<file path="src/design/lhq_pkg.sv">
// package: types, constants and codes for the latency histogram quantile block
package lhq_pkg;
	localparam int unsigned BUCKETS_DEF    = 256;
	localparam int unsigned COUNT_BITS_DEF = 32;
	localparam int unsigned VAL_BITS       = 64;
	localparam int unsigned FRAC_BITS      = 32;
	localparam int unsigned CFG_IDX_BITS   = 1;

	localparam logic [CFG_IDX_BITS-1:0] REG_ORIGIN = 1'b0;
	localparam logic [CFG_IDX_BITS-1:0] REG_WIDTH  = 1'b1;

	localparam logic OP_RECORD = 1'b0;
	localparam logic OP_QUERY  = 1'b1;

	typedef enum logic [1:0] {
		ST_NONE  = 2'd0,
		ST_IN    = 2'd1,
		ST_BELOW = 2'd2,
		ST_ABOVE = 2'd3
	} status_t;

	typedef enum logic [3:0] {
		S_IDLE,
		S_CLEAR,
		S_DIV,
		S_REC_RD,
		S_REC_WR,
		S_MUL,
		S_QDIV,
		S_WALK_RD,
		S_WALK_CHK,
		S_BMUL,
		S_BOUND,
		S_OUT
	} state_t;
endpackage

</file>
<file path="src/design/lhq_divider.sv">
// unsigned restoring divider, one quotient bit per cycle
module lhq_divider (
	input  logic                      clk,
	input  logic                      arst_n,
	input  logic                      start,
	input  logic [lhq_pkg::VAL_BITS-1:0] dividend,
	input  logic [lhq_pkg::FRAC_BITS-1:0] divisor,
	output logic                      busy,
	output logic                      done,
	output logic [lhq_pkg::VAL_BITS-1:0] quotient
);
	import lhq_pkg::*;

	localparam int unsigned CW = $clog2(VAL_BITS + 1);

	logic [VAL_BITS-1:0]  quo_q;
	logic [FRAC_BITS:0]   rem_q;
	logic [FRAC_BITS-1:0] dvs_q;
	logic [CW-1:0]        cnt_q;
	logic                 busy_q;
	logic                 done_q;
	logic [FRAC_BITS:0]   trial;
	logic [FRAC_BITS:0]   diff;

	assign trial = {rem_q[FRAC_BITS-1:0], quo_q[VAL_BITS-1]};
	assign diff  = trial - {1'b0, dvs_q};

	always_ff @(posedge clk or negedge arst_n) begin
		if (!arst_n) begin
			busy_q <= 1'b0;
			done_q <= 1'b0;
			cnt_q  <= '0;
		end else begin
			done_q <= 1'b0;
			if (start) begin
				busy_q <= 1'b1;
				cnt_q  <= CW'(VAL_BITS);
			end else if (busy_q) begin
				cnt_q <= cnt_q - 1'b1;
				if (cnt_q == CW'(1)) begin
					busy_q <= 1'b0;
					done_q <= 1'b1;
				end
			end
		end
	end

	always_ff @(posedge clk) begin
		if (start) begin
			quo_q <= dividend;
			rem_q <= '0;
			dvs_q <= divisor;
		end else if (busy_q) begin
			if (!diff[FRAC_BITS]) begin
				rem_q <= diff;
				quo_q <= {quo_q[VAL_BITS-2:0], 1'b1};
			end else begin
				rem_q <= trial;
				quo_q <= {quo_q[VAL_BITS-2:0], 1'b0};
			end
		end
	end

	assign busy     = busy_q;
	assign done     = done_q;
	assign quotient = quo_q;
endmodule

</file>
<file path="config.mk">
export PLATFORM = sky130hd
export DESIGN_NAME = lhq_divider
export DESIGN_NICKNAME = d
export VERILOG_FILES = /design/src/design/lhq_pkg.sv /design/src/design/lhq_divider.sv
export SDC_FILE = /design/constraint.sdc
export NUM_CORES = 1
export LEC_CHECK = 0
export ABC_AREA = 0
export ABC_CLOCK_PERIOD_IN_PS = 3400
export BUFFER_PORTS_ARGS = -buffer_cell sky130_fd_sc_hd__buf_2
export CAP_MARGIN = 20
export CORE_MARGIN = 2
export CORE_UTILIZATION = 39
export CTS_BUF_LIST = sky130_fd_sc_hd__clkbuf_8
export DETAILED_ROUTE_END_ITERATION = 6
export PLACE_DENSITY_LB_ADDON = 0.05
export SETUP_SLACK_MARGIN = 0.2
export SYNTH_ARGS = -nofsm -noshare
export SYNTH_HDL_FRONTEND = slang
export SYNTH_SLANG_ARGS = --single-unit
</file>
<file path="constraint.sdc">
create_clock -name clk -period 3.4 [get_ports clk]
set_clock_uncertainty 0.05 [all_clocks]
set_input_delay 0 -clock clk [delete_from_list [all_inputs] [get_ports clk]]
set_output_delay 0 -clock clk [all_outputs]
set_load 0.01 [all_outputs]
</file>
==> results.txt <==
number of fillers in the final layout: 1646
CTS Buffer Depth: 2
Syn-to-layout area delta: 36.6%
Final ANT Viol Nets: 0
number of synthesized flops with an enable pin: 96
R2R setup slack: 0.25 ns
crit end category: flip-flop
P per Cell Area: 649 nW/um^2
utilization after layout: 54.1%
fmax: 0.317 GHz
Final period util: 92.7%
synth warn: 0
clk sink count: 137
post-synthesis xor/xnor area fraction: 4.30%
Max Cap Viol: 0
largest family of logic cells by synthesized area: multiplexers
post-layout minimum cycle time: 3.15 ns
dpl ws: 0.0268 ns
crit path max fanout: 5
worst hold path type: in2reg
reg2reg path depth: 13
clk root buf: clkbuf_8
Clk pin slew, worst setup/hold paths: 0.09 ns
Pint: 0.00418 W
Synth top cells by count: edfxtp_1, mux2_2, nor2_1
post-synth top area cell: edfxtp_1
Multi-input gate area: 3350 sq um
adder-cell share of the synthesized area: 6.06%
peak supply drop: 322 uV
IO buf count: 164
DR top layer: met4
Via Count: 5752
Pleak: 4.37 nW
setup TNS: 0 ns
Comb pwr share: 42.5%
Syn Area/Cell: 11.5 sq um
placed cell areas: 8400 sq um
drt pass-1 iters: 4
DRC Markers: 0
met2 wire len: 8700 microns
Rel. slew slack: 43.6%
sequential area share after synthesis: 51.0%
Area contributors post-synth: edfxtp_1, mux2_2, dfxtp_1
Netlist Area Pre-Place: 7350 sq um
simple-gate share of the synthesized area: 8.73%
boundary pin count: 165
worst-margin pin slew: 0.842 ns
die height: 141 microns
Critical Path RT: 3.66 ns
Detailed Place HPWL: 11300 microns
Met3 Wirelength: 1000 microns
met1 wire length: 7720 microns
most common cell in the netlist: edfxtp_1
Via density: 4.99
post-synthesis mux area share: 13.6%
# setup viols final: 0
Synth Register Bits: 137
FF/Latch Area: 3750 sq um
Pins Over Slew Limit: 0
CTS tree: yes
drt initial violations: 188
initial antenna violation count: 0
CTS buffer count: 17
status: complete, no violations
post-synthesis async set-or-reset flop share: 6.57%
num rows: 50
Switch Pwr: 0.00234 W
layout cell share with drive strength beyond 1: 32.1%
Crit Reg-Reg Startpoint: dvs_q[0]
drt total wl: 17600 microns
first-pass GRT wire length: 28900 microns
reg-to-reg critical path endpoint: rem_q[23]
Compound-Gate Fraction of Synth Area: 12.0%
total track usage: 18.0%
Cells after Synth: 637
largest net degree at the start of global routing: 105
crit path DAT: 3.41 ns
CP Class: reg2reg
top cell type's share of synthesized area: 39.2%
Yosys cell types: 53
worst skew pair latency: 0.45 ns
Starting Density: 39.6%
worst setup margin: 0.247 ns
Hold Fails Final Rpt: 0
Placer Congestion: 0.857
diode count: 0
fraction of power consumed by sequential logic: 36.5%
syn_nets: 771
vias in the first global route: 6023
crit path from: dvs_q[0]
Die X: 141 microns
post-route design area: 10000 sq um
startpoint types: flip-flop
Net Sw Frac: 35.9%
clock power share: 21.1%
Hold WS: 0.205 ns
Max H-tree Level: 4
CP endpoint: rem_q[23]
DR WL/cell: 15.3 microns
full die area: 20000 sq um
area of the core: 18600 sq um
nets: 1041
RSZ-0062 raised after global routing: true
dominant synthesized flop cell: edfxtp_1
GRT overflow: 0
[final cells by class]
class	instances	area share, %
sequential	137	37.3
multi-input combinational	428	33.3
tap	234	2.91
clock inverter	14	1.58
clock buffer	17	2.33
inverter	42	1.57
timing repair buffer	281	21.0
[worst min-delay path by stage]
stage          startpoint  depth (start not counted)  slack (ns)       end
3_5_place_dp       arst_n                          1       -0.18      done
6_report       divisor[8]                          2        0.20  dvs_q[8]
3_3_place_gp       arst_n                          1       -0.19      done
5_1_grt        divisor[9]                          2        0.18  dvs_q[9]
4_1_cts        divisor[9]                          2        0.18  dvs_q[9]
2_1_floorplan      arst_n                          0       -0.35      busy
[timing repair]
item,4_1_cts,5_1_grt
endpoints found under the hold margin,127,0
endpoints found under the setup margin,29,32
hold buffers,99,0
pin swaps,4,20
resized for setup,7,12
cloned,1,3
buffers inserted,7,2
[placed cells by master, fill, tap and decap left out, drive strengths merged, types with 4 or more instances in the layout]
cell type / n
edfxtp: 96
a21oi: 35
dfrtp: 9
nand4: 9
a21o: 19
o211ai: 4
nand2b: 9
ha: 34
buf: 179
mux2: 64
nand2: 36
a211oi: 27
nor2: 47
mux2i: 28
inv: 50
a31oi: 5
dlygate4sd3: 99
nor2b: 4
nor3: 6
xor2: 13
o21ai: 24
nand3: 7
clkbuf: 20
xnor2: 21
dfxtp: 32
[power by group through the flow]
stage	sequential, W	combinational, W	clock, W
after CTS	0.00238	0.00265	0.00142
after detailed placement	0.00240	0.00242	0
after global routing	0.00243	0.00307	0.00149
final	0.00238	0.00277	0.00138
after global placement	0.00241	0.00240	0
after floorplan	0.00242	0.00183	0
[worst max-delay path, cell delays in order, from the launching register on]
cell	delay [ns]
edfxtp_1	0.42
ha_4	0.19
fa_2	0.36
nand2b_4	0.16
a21oi_4	0.18
o31ai_4	0.08
a21o_1	0.21
a2111oi_4	0.38
nor2_4	0.11
xnor2_4	0.28
buf_6	0.17
clkbuf_16	0.15
mux2i_1	0.19
a211oi_1	0.09
[logic make-up after synthesis]
| kind of cell | after synthesis |
|---|---|
| flip-flops | 137 |
| AND/OR/NAND/NOR | 135 |
| AO/OA/AOI/OAI | 132 |
| multiplexers | 92 |
| buffers and inverters | 72 |
| adder cells (fa/ha/maj) | 35 |
| XOR/XNOR | 34 |
[registers in the layout, indices dropped and copies added, names as in the netlist]
register	count
dvs_q	32
rem_q	32
busy	1
cnt_q	7
quotient	64
done	1
[layer usage]
metal	GRT usage, %	up-vias
met1	22.3	2716
li1	-	2880
met3	5.74	15
met2	30.5	141
met5	0	-
met4	4.89	0
[per-stage QoR]
step	total power, W	std cells
floorplan	0.00425	637
global placement	0.00480	1010
detailed placement	0.00482	1010
CTS	0.00645	1148
global route	0.00698	1153
finish	0.00652	1153
No activity file was read; power rests on OpenSTA's default activity.
