<file path="config.mk">
export PLATFORM = sky130hd
export DESIGN_NAME = lhq_multiplier
export DESIGN_NICKNAME = d
export VERILOG_FILES = /design/src/design/lhq_pkg.sv /design/src/design/lhq_multiplier.sv
export SDC_FILE = /design/constraint.sdc
export NUM_CORES = 1
export LEC_CHECK = 0
export BUFFER_PORTS_ARGS = -buffer_cell sky130_fd_sc_hd__buf_2
export CAP_MARGIN = 20
export CORE_MARGIN = 2
export CORE_UTILIZATION = 59
export CTS_CLUSTER_SIZE = 20
export DETAILED_ROUTE_END_ITERATION = 6
export PLACE_DENSITY = 0.78
export RECOVER_POWER = 100
export SLEW_MARGIN = 20
export SYNTH_ARGS = -nofsm -noshare
export SYNTH_HDL_FRONTEND = slang
export SYNTH_SLANG_ARGS = --single-unit
</file>
<file path="constraint.sdc">
create_clock -name clk -period 5.2 [get_ports clk]
set_clock_uncertainty 0.05 [all_clocks]
set_input_delay 1.3 -clock clk [delete_from_list [all_inputs] [get_ports clk]]
set_output_delay 1.3 -clock clk [all_outputs]
set_load 0.05 [all_outputs]
</file>
<file path="src/design/lhq_pkg.sv">
// package: types, constants and codes for the latency histogram quantile block
package lhq_pkg;
	localparam int unsigned BUCKETS_DEF    = 256;
	localparam int unsigned COUNT_BITS_DEF = 32;
	localparam int unsigned VAL_BITS       = 64;
	localparam int unsigned FRAC_BITS      = 32;
	localparam int unsigned CFG_IDX_BITS   = 1;

	localparam logic [CFG_IDX_BITS-1:0] REG_ORIGIN = 1'b0;
	localparam logic [CFG_IDX_BITS-1:0] REG_WIDTH  = 1'b1;

	localparam logic OP_RECORD = 1'b0;
	localparam logic OP_QUERY  = 1'b1;

	typedef enum logic [1:0] {
		ST_NONE  = 2'd0,
		ST_IN    = 2'd1,
		ST_BELOW = 2'd2,
		ST_ABOVE = 2'd3
	} status_t;

	typedef enum logic [3:0] {
		S_IDLE,
		S_CLEAR,
		S_DIV,
		S_REC_RD,
		S_REC_WR,
		S_MUL,
		S_QDIV,
		S_WALK_RD,
		S_WALK_CHK,
		S_BMUL,
		S_BOUND,
		S_OUT
	} state_t;
endpackage

</file>
<file path="src/design/lhq_multiplier.sv">
// serial shift-add multiplier, 64 by 32 bits, one multiplier bit per cycle
module lhq_multiplier (
	input  logic                       clk,
	input  logic                       arst_n,
	input  logic                       start,
	input  logic [lhq_pkg::VAL_BITS-1:0]  mcand,
	input  logic [lhq_pkg::FRAC_BITS-1:0] mplier,
	output logic                       done,
	output logic [lhq_pkg::VAL_BITS+lhq_pkg::FRAC_BITS-1:0] product
);
	import lhq_pkg::*;

	localparam int unsigned PW = VAL_BITS + FRAC_BITS;
	localparam int unsigned CW = $clog2(FRAC_BITS + 1);

	logic [PW-1:0]        acc_q;
	logic [PW-1:0]        mc_q;
	logic [FRAC_BITS-1:0] mp_q;
	logic [CW-1:0]        cnt_q;
	logic                 busy_q;
	logic                 done_q;

	always_ff @(posedge clk or negedge arst_n) begin
		if (!arst_n) begin
			busy_q <= 1'b0;
			done_q <= 1'b0;
			cnt_q  <= '0;
		end else begin
			done_q <= 1'b0;
			if (start) begin
				busy_q <= 1'b1;
				cnt_q  <= CW'(FRAC_BITS);
			end else if (busy_q) begin
				cnt_q <= cnt_q - 1'b1;
				if (cnt_q == CW'(1)) begin
					busy_q <= 1'b0;
					done_q <= 1'b1;
				end
			end
		end
	end

	always_ff @(posedge clk) begin
		if (start) begin
			acc_q <= '0;
			mc_q  <= PW'(mcand);
			mp_q  <= mplier;
		end else if (busy_q) begin
			if (mp_q[0]) begin
				acc_q <= acc_q + mc_q;
			end
			mc_q <= {mc_q[PW-2:0], 1'b0};
			mp_q <= {1'b0, mp_q[FRAC_BITS-1:1]};
		end
	end

	assign done    = done_q;
	assign product = acc_q;
endmodule

</file>
==> results_dict.tcl <==
set metrics [dict create \
    run_status "complete, but fails checks" \
    failed_checks "capacitance limit, slew limit" \
    yosysUniqueCellTypes 80 \
    syn-cell-area_mm2 0.0148 \
    layout_worst_path_cycle_share_pct 85.3 \
    antenna_violations_before_repair 1 \
    gp_congestion 0.922 \
    worst_min_delay_path_category "reg -> reg" \
    cts_buffers 26 \
    die-area_mm2 0.0264 \
    report.final.slew_viol_count 41 \
    critical-path-max-stage-delay_ps 620 \
    groute.layer.met3.usage_pct 4.99 \
    routedWlPerCell_um 18.6 \
    port_buffers 195 \
    detailed_place_hpwl_um 28900 \
    met2_usage_grt_pct 47.4 \
    initial_utilization_pct 59.6 \
    synth-async-reset-ratio_pct 3.45 \
    grt_setup_unrepaired "no" \
    clockRootBuffer "sky130_fd_sc_hd__clkbuf_16" \
    synthesis.yosys.warnings 0 \
    tritoncts "built" \
    cap_violations 1 \
    post_cts.repair.setup_buffers 0 \
    drt_pass1_iterations 6 \
    power.density_cell_area_mw_per_mm2 488 \
    drt_first_iter_violations 926 \
    synth_edf_count 96 \
    grt_remaining_overflow 0 \
    syn_avg_cell_area_um2 9.00 \
    worst-slew-pin-transition_ps 2750 \
    report.power.total_uw 8060 \
    timing.critical_path.slowest_stage_cell "sky130_fd_sc_hd__a41oi_1" \
    static-leakage-power_uw 0.00707 \
    syn-num-nets 1845 \
    synth.yosys.seq_area_share_pct 38.1 \
    io_pins 196 \
    clock_sink_count 232 \
    max_fclk_ghz 0.225 \
    min_period_ps 4440 \
    gr-max-usage-layer "met2" \
    crit_path_max_fanout 7 \
    grt_pass1_vias 12300 \
    die_h_um 163 \
    core_area_mm2 0.0249 \
    clock_tree.htree_level_count 1 \
    post-route-drc-count 0 \
    finalSetupViolations 0 \
    met1_usage_pct 39.6 \
    cts-hold-fix-buffers 0 \
    grt_pass1_wl_um 62800 \
    drt.antenna.violating_nets 0 \
    area.growth.synth_to_final_pct 11.5 \
    setup.worst_path.class "reg -> reg" \
    clock_insertion_delay_worst_skew_ps 550 \
    worstPathArrival_ps 4800 \
    share_of_final_layout_standard_cells_stronger_than_drive_strength_1_pct 14.3 \
    finish.net_count 1973 \
    grt_max_degree 137 \
    slew_headroom_pct -83.4 \
    primary_flip_flop_cell_chosen_by_synthesis_mapping "sky130_fd_sc_hd__dfxtp_1" \
    worst_ir_drop_vdd_mv 0.316 \
    crit_path_start_kind "flip-flop" \
    fp-row-count 58 \
    most-common-layout-cells "sky130_fd_sc_hd__nand2_1 (216), sky130_fd_sc_hd__a21oi_1 (179), sky130_fd_sc_hd__dfxtp_1 (128)" \
    finalHoldViolCount 0 \
    cts-root-to-sink-buffers 3 \
    crit_path_end_kind "flip-flop" \
    cp_data_required_time_ps 5560 \
    floorplan.die.width_um 163 \
    num_vias 12900 \
    clkSlewWorstSetupHoldPaths_ps 60 \
    post_cts_resize_count 0 \
    synthesis.instances 1648 \
    grt_util_overall_pct 29.1 \
    via_count_normalized_by_instance_count 6.08 \
    synth-seq-cells 232 \
    drt_wl_total_um 39500 \
    crit_path_cell_trace "ha_1 -> fa_1 -> a21o_1 -> a221oi_1 -> nand4b_1 -> nand3_1 -> a41oi_1 -> o41ai_1 -> a21bo_1 -> nand2_1 -> nor4_1 -> or4_1" \
    setup_tns_ps 0 \
    final_common_cell "sky130_fd_sc_hd__nand2_1" \
]
==> state kept, by name (all words and copies together) (netlist names) <==
register and cells:
done 1, product 96, busy_q 1, mp_q 32, mc_q 96, cnt_q 6
==> worst max-delay path, delay by kind of cell, from the launching register on <==
family	cells	cell delay, ps
AO/OA/AOI/OAI	5	2140
AND/OR/NAND/NOR	5	1060
adder cells (fa/ha/maj)	2	650
flip-flops	1	380
==> synth_stat cells, types with 4 or more instances <==
cell	instances	area (um^2)
sky130_fd_sc_hd__buf_2	16	80.1
sky130_fd_sc_hd__or2_2	5	31.3
sky130_fd_sc_hd__o21bai_1	23	173
sky130_fd_sc_hd__inv_1	36	135
sky130_fd_sc_hd__o31ai_1	7	52.6
sky130_fd_sc_hd__o21a_1	13	97.6
sky130_fd_sc_hd__o211ai_1	10	75.1
sky130_fd_sc_hd__a21o_1	50	375
sky130_fd_sc_hd__a32o_1	4	40.0
sky130_fd_sc_hd__clkbuf_1	73	274
sky130_fd_sc_hd__mux2i_1	38	380
sky130_fd_sc_hd__ha_1	97	1210
sky130_fd_sc_hd__nor2b_1	4	25.0
sky130_fd_sc_hd__nor2_1	124	465
sky130_fd_sc_hd__and2_1	8	50.1
sky130_fd_sc_hd__nand4_1	43	269
sky130_fd_sc_hd__o21ai_0	100	500
sky130_fd_sc_hd__edfxtp_1	96	2880
sky130_fd_sc_hd__nand2_1	217	815
sky130_fd_sc_hd__dfrtp_1	8	200
sky130_fd_sc_hd__a21oi_1	179	896
sky130_fd_sc_hd__a211oi_1	9	67.6
sky130_fd_sc_hd__and4_1	5	43.8
sky130_fd_sc_hd__mux2_2	94	1060
sky130_fd_sc_hd__a31oi_1	13	81.3
sky130_fd_sc_hd__nand3_1	28	140
sky130_fd_sc_hd__xor2_1	27	236
sky130_fd_sc_hd__or3_1	5	31.3
sky130_fd_sc_hd__nor3_1	20	100
sky130_fd_sc_hd__nor4_1	7	43.8
sky130_fd_sc_hd__dfxtp_1	128	2560
sky130_fd_sc_hd__xnor2_1	56	490
sky130_fd_sc_hd__buf_1	9	33.8
sky130_fd_sc_hd__and3_1	14	87.6
sky130_fd_sc_hd__a21boi_0	4	30.0
==> where the power goes <==
| part | switching (uW) | internal, uW |
|---|---|---|
| Combinational | 2530 | 1210 |
| Clock | 772 | 1050 |
| Sequential | 249 | 2250 |
==> cell families after synthesis <==
logic type / share of synthesized area [%]
xor+xnor: 4.90
mux: 9.71
fa+ha+maj: 8.32
buf+inv: 3.75
flops: 38.1
simple gates: 15.2
compound gates: 20.0
==> stage by stage <==
stage	area, um^2	instances	utilization [%]	hold WS [ps]	setup WS [ps]
2_1_floorplan	14800	1648	-	437	857
3_3_place_gp	15900	2078	63.8	404	1390
3_5_place_dp	15900	2078	63.8	414	1360
4_1_cts	16700	2126	67.3	423	1320
5_1_grt	16500	2127	66.4	443	547
6_report	16500	2127	66.4	420	764
==> area by class of cell <==
type	count	area [um^2]
diodes	1	2.50
clock buffers	36	781
clock inverters	12	73.8
fillers	2161	8360
inverters	36	138
multi-input cells	1277	8550
flip-flops and latches	232	5650
well taps	330	413
repair buffers	203	923
==> routing by layer <==
layer | up-vias | share of wire [%]
li1 | 6286 | -
met1 | 6116 | 45
met2 | 452 | 46
met3 | 69 | 6.7
met4 | 0 | 2.9
met5 | - | 0
==> path summary, 6_finish.rpt <==
check	from	to	slack (ps)	cells after the start
max	mc_q[0]$_SDFFCE_PN0P_	product[94]$_SDFFE_PP0P_	760	12
min	product[87]$_SDFFE_PP0P_	product[87]$_SDFFE_PP0P_	420	2
max reg2reg	mc_q[0]$_SDFFCE_PN0P_	product[94]$_SDFFE_PP0P_	760	12
min reg2reg	product[87]$_SDFFE_PP0P_	product[87]$_SDFFE_PP0P_	420	2
max in group asynchronous	arst_n	busy_q$_DFF_PN0_	4170	1
min in group asynchronous	arst_n	cnt_q[0]$_DFFE_PN0P_	610	1
No activity file was read; power rests on OpenSTA's default activity.
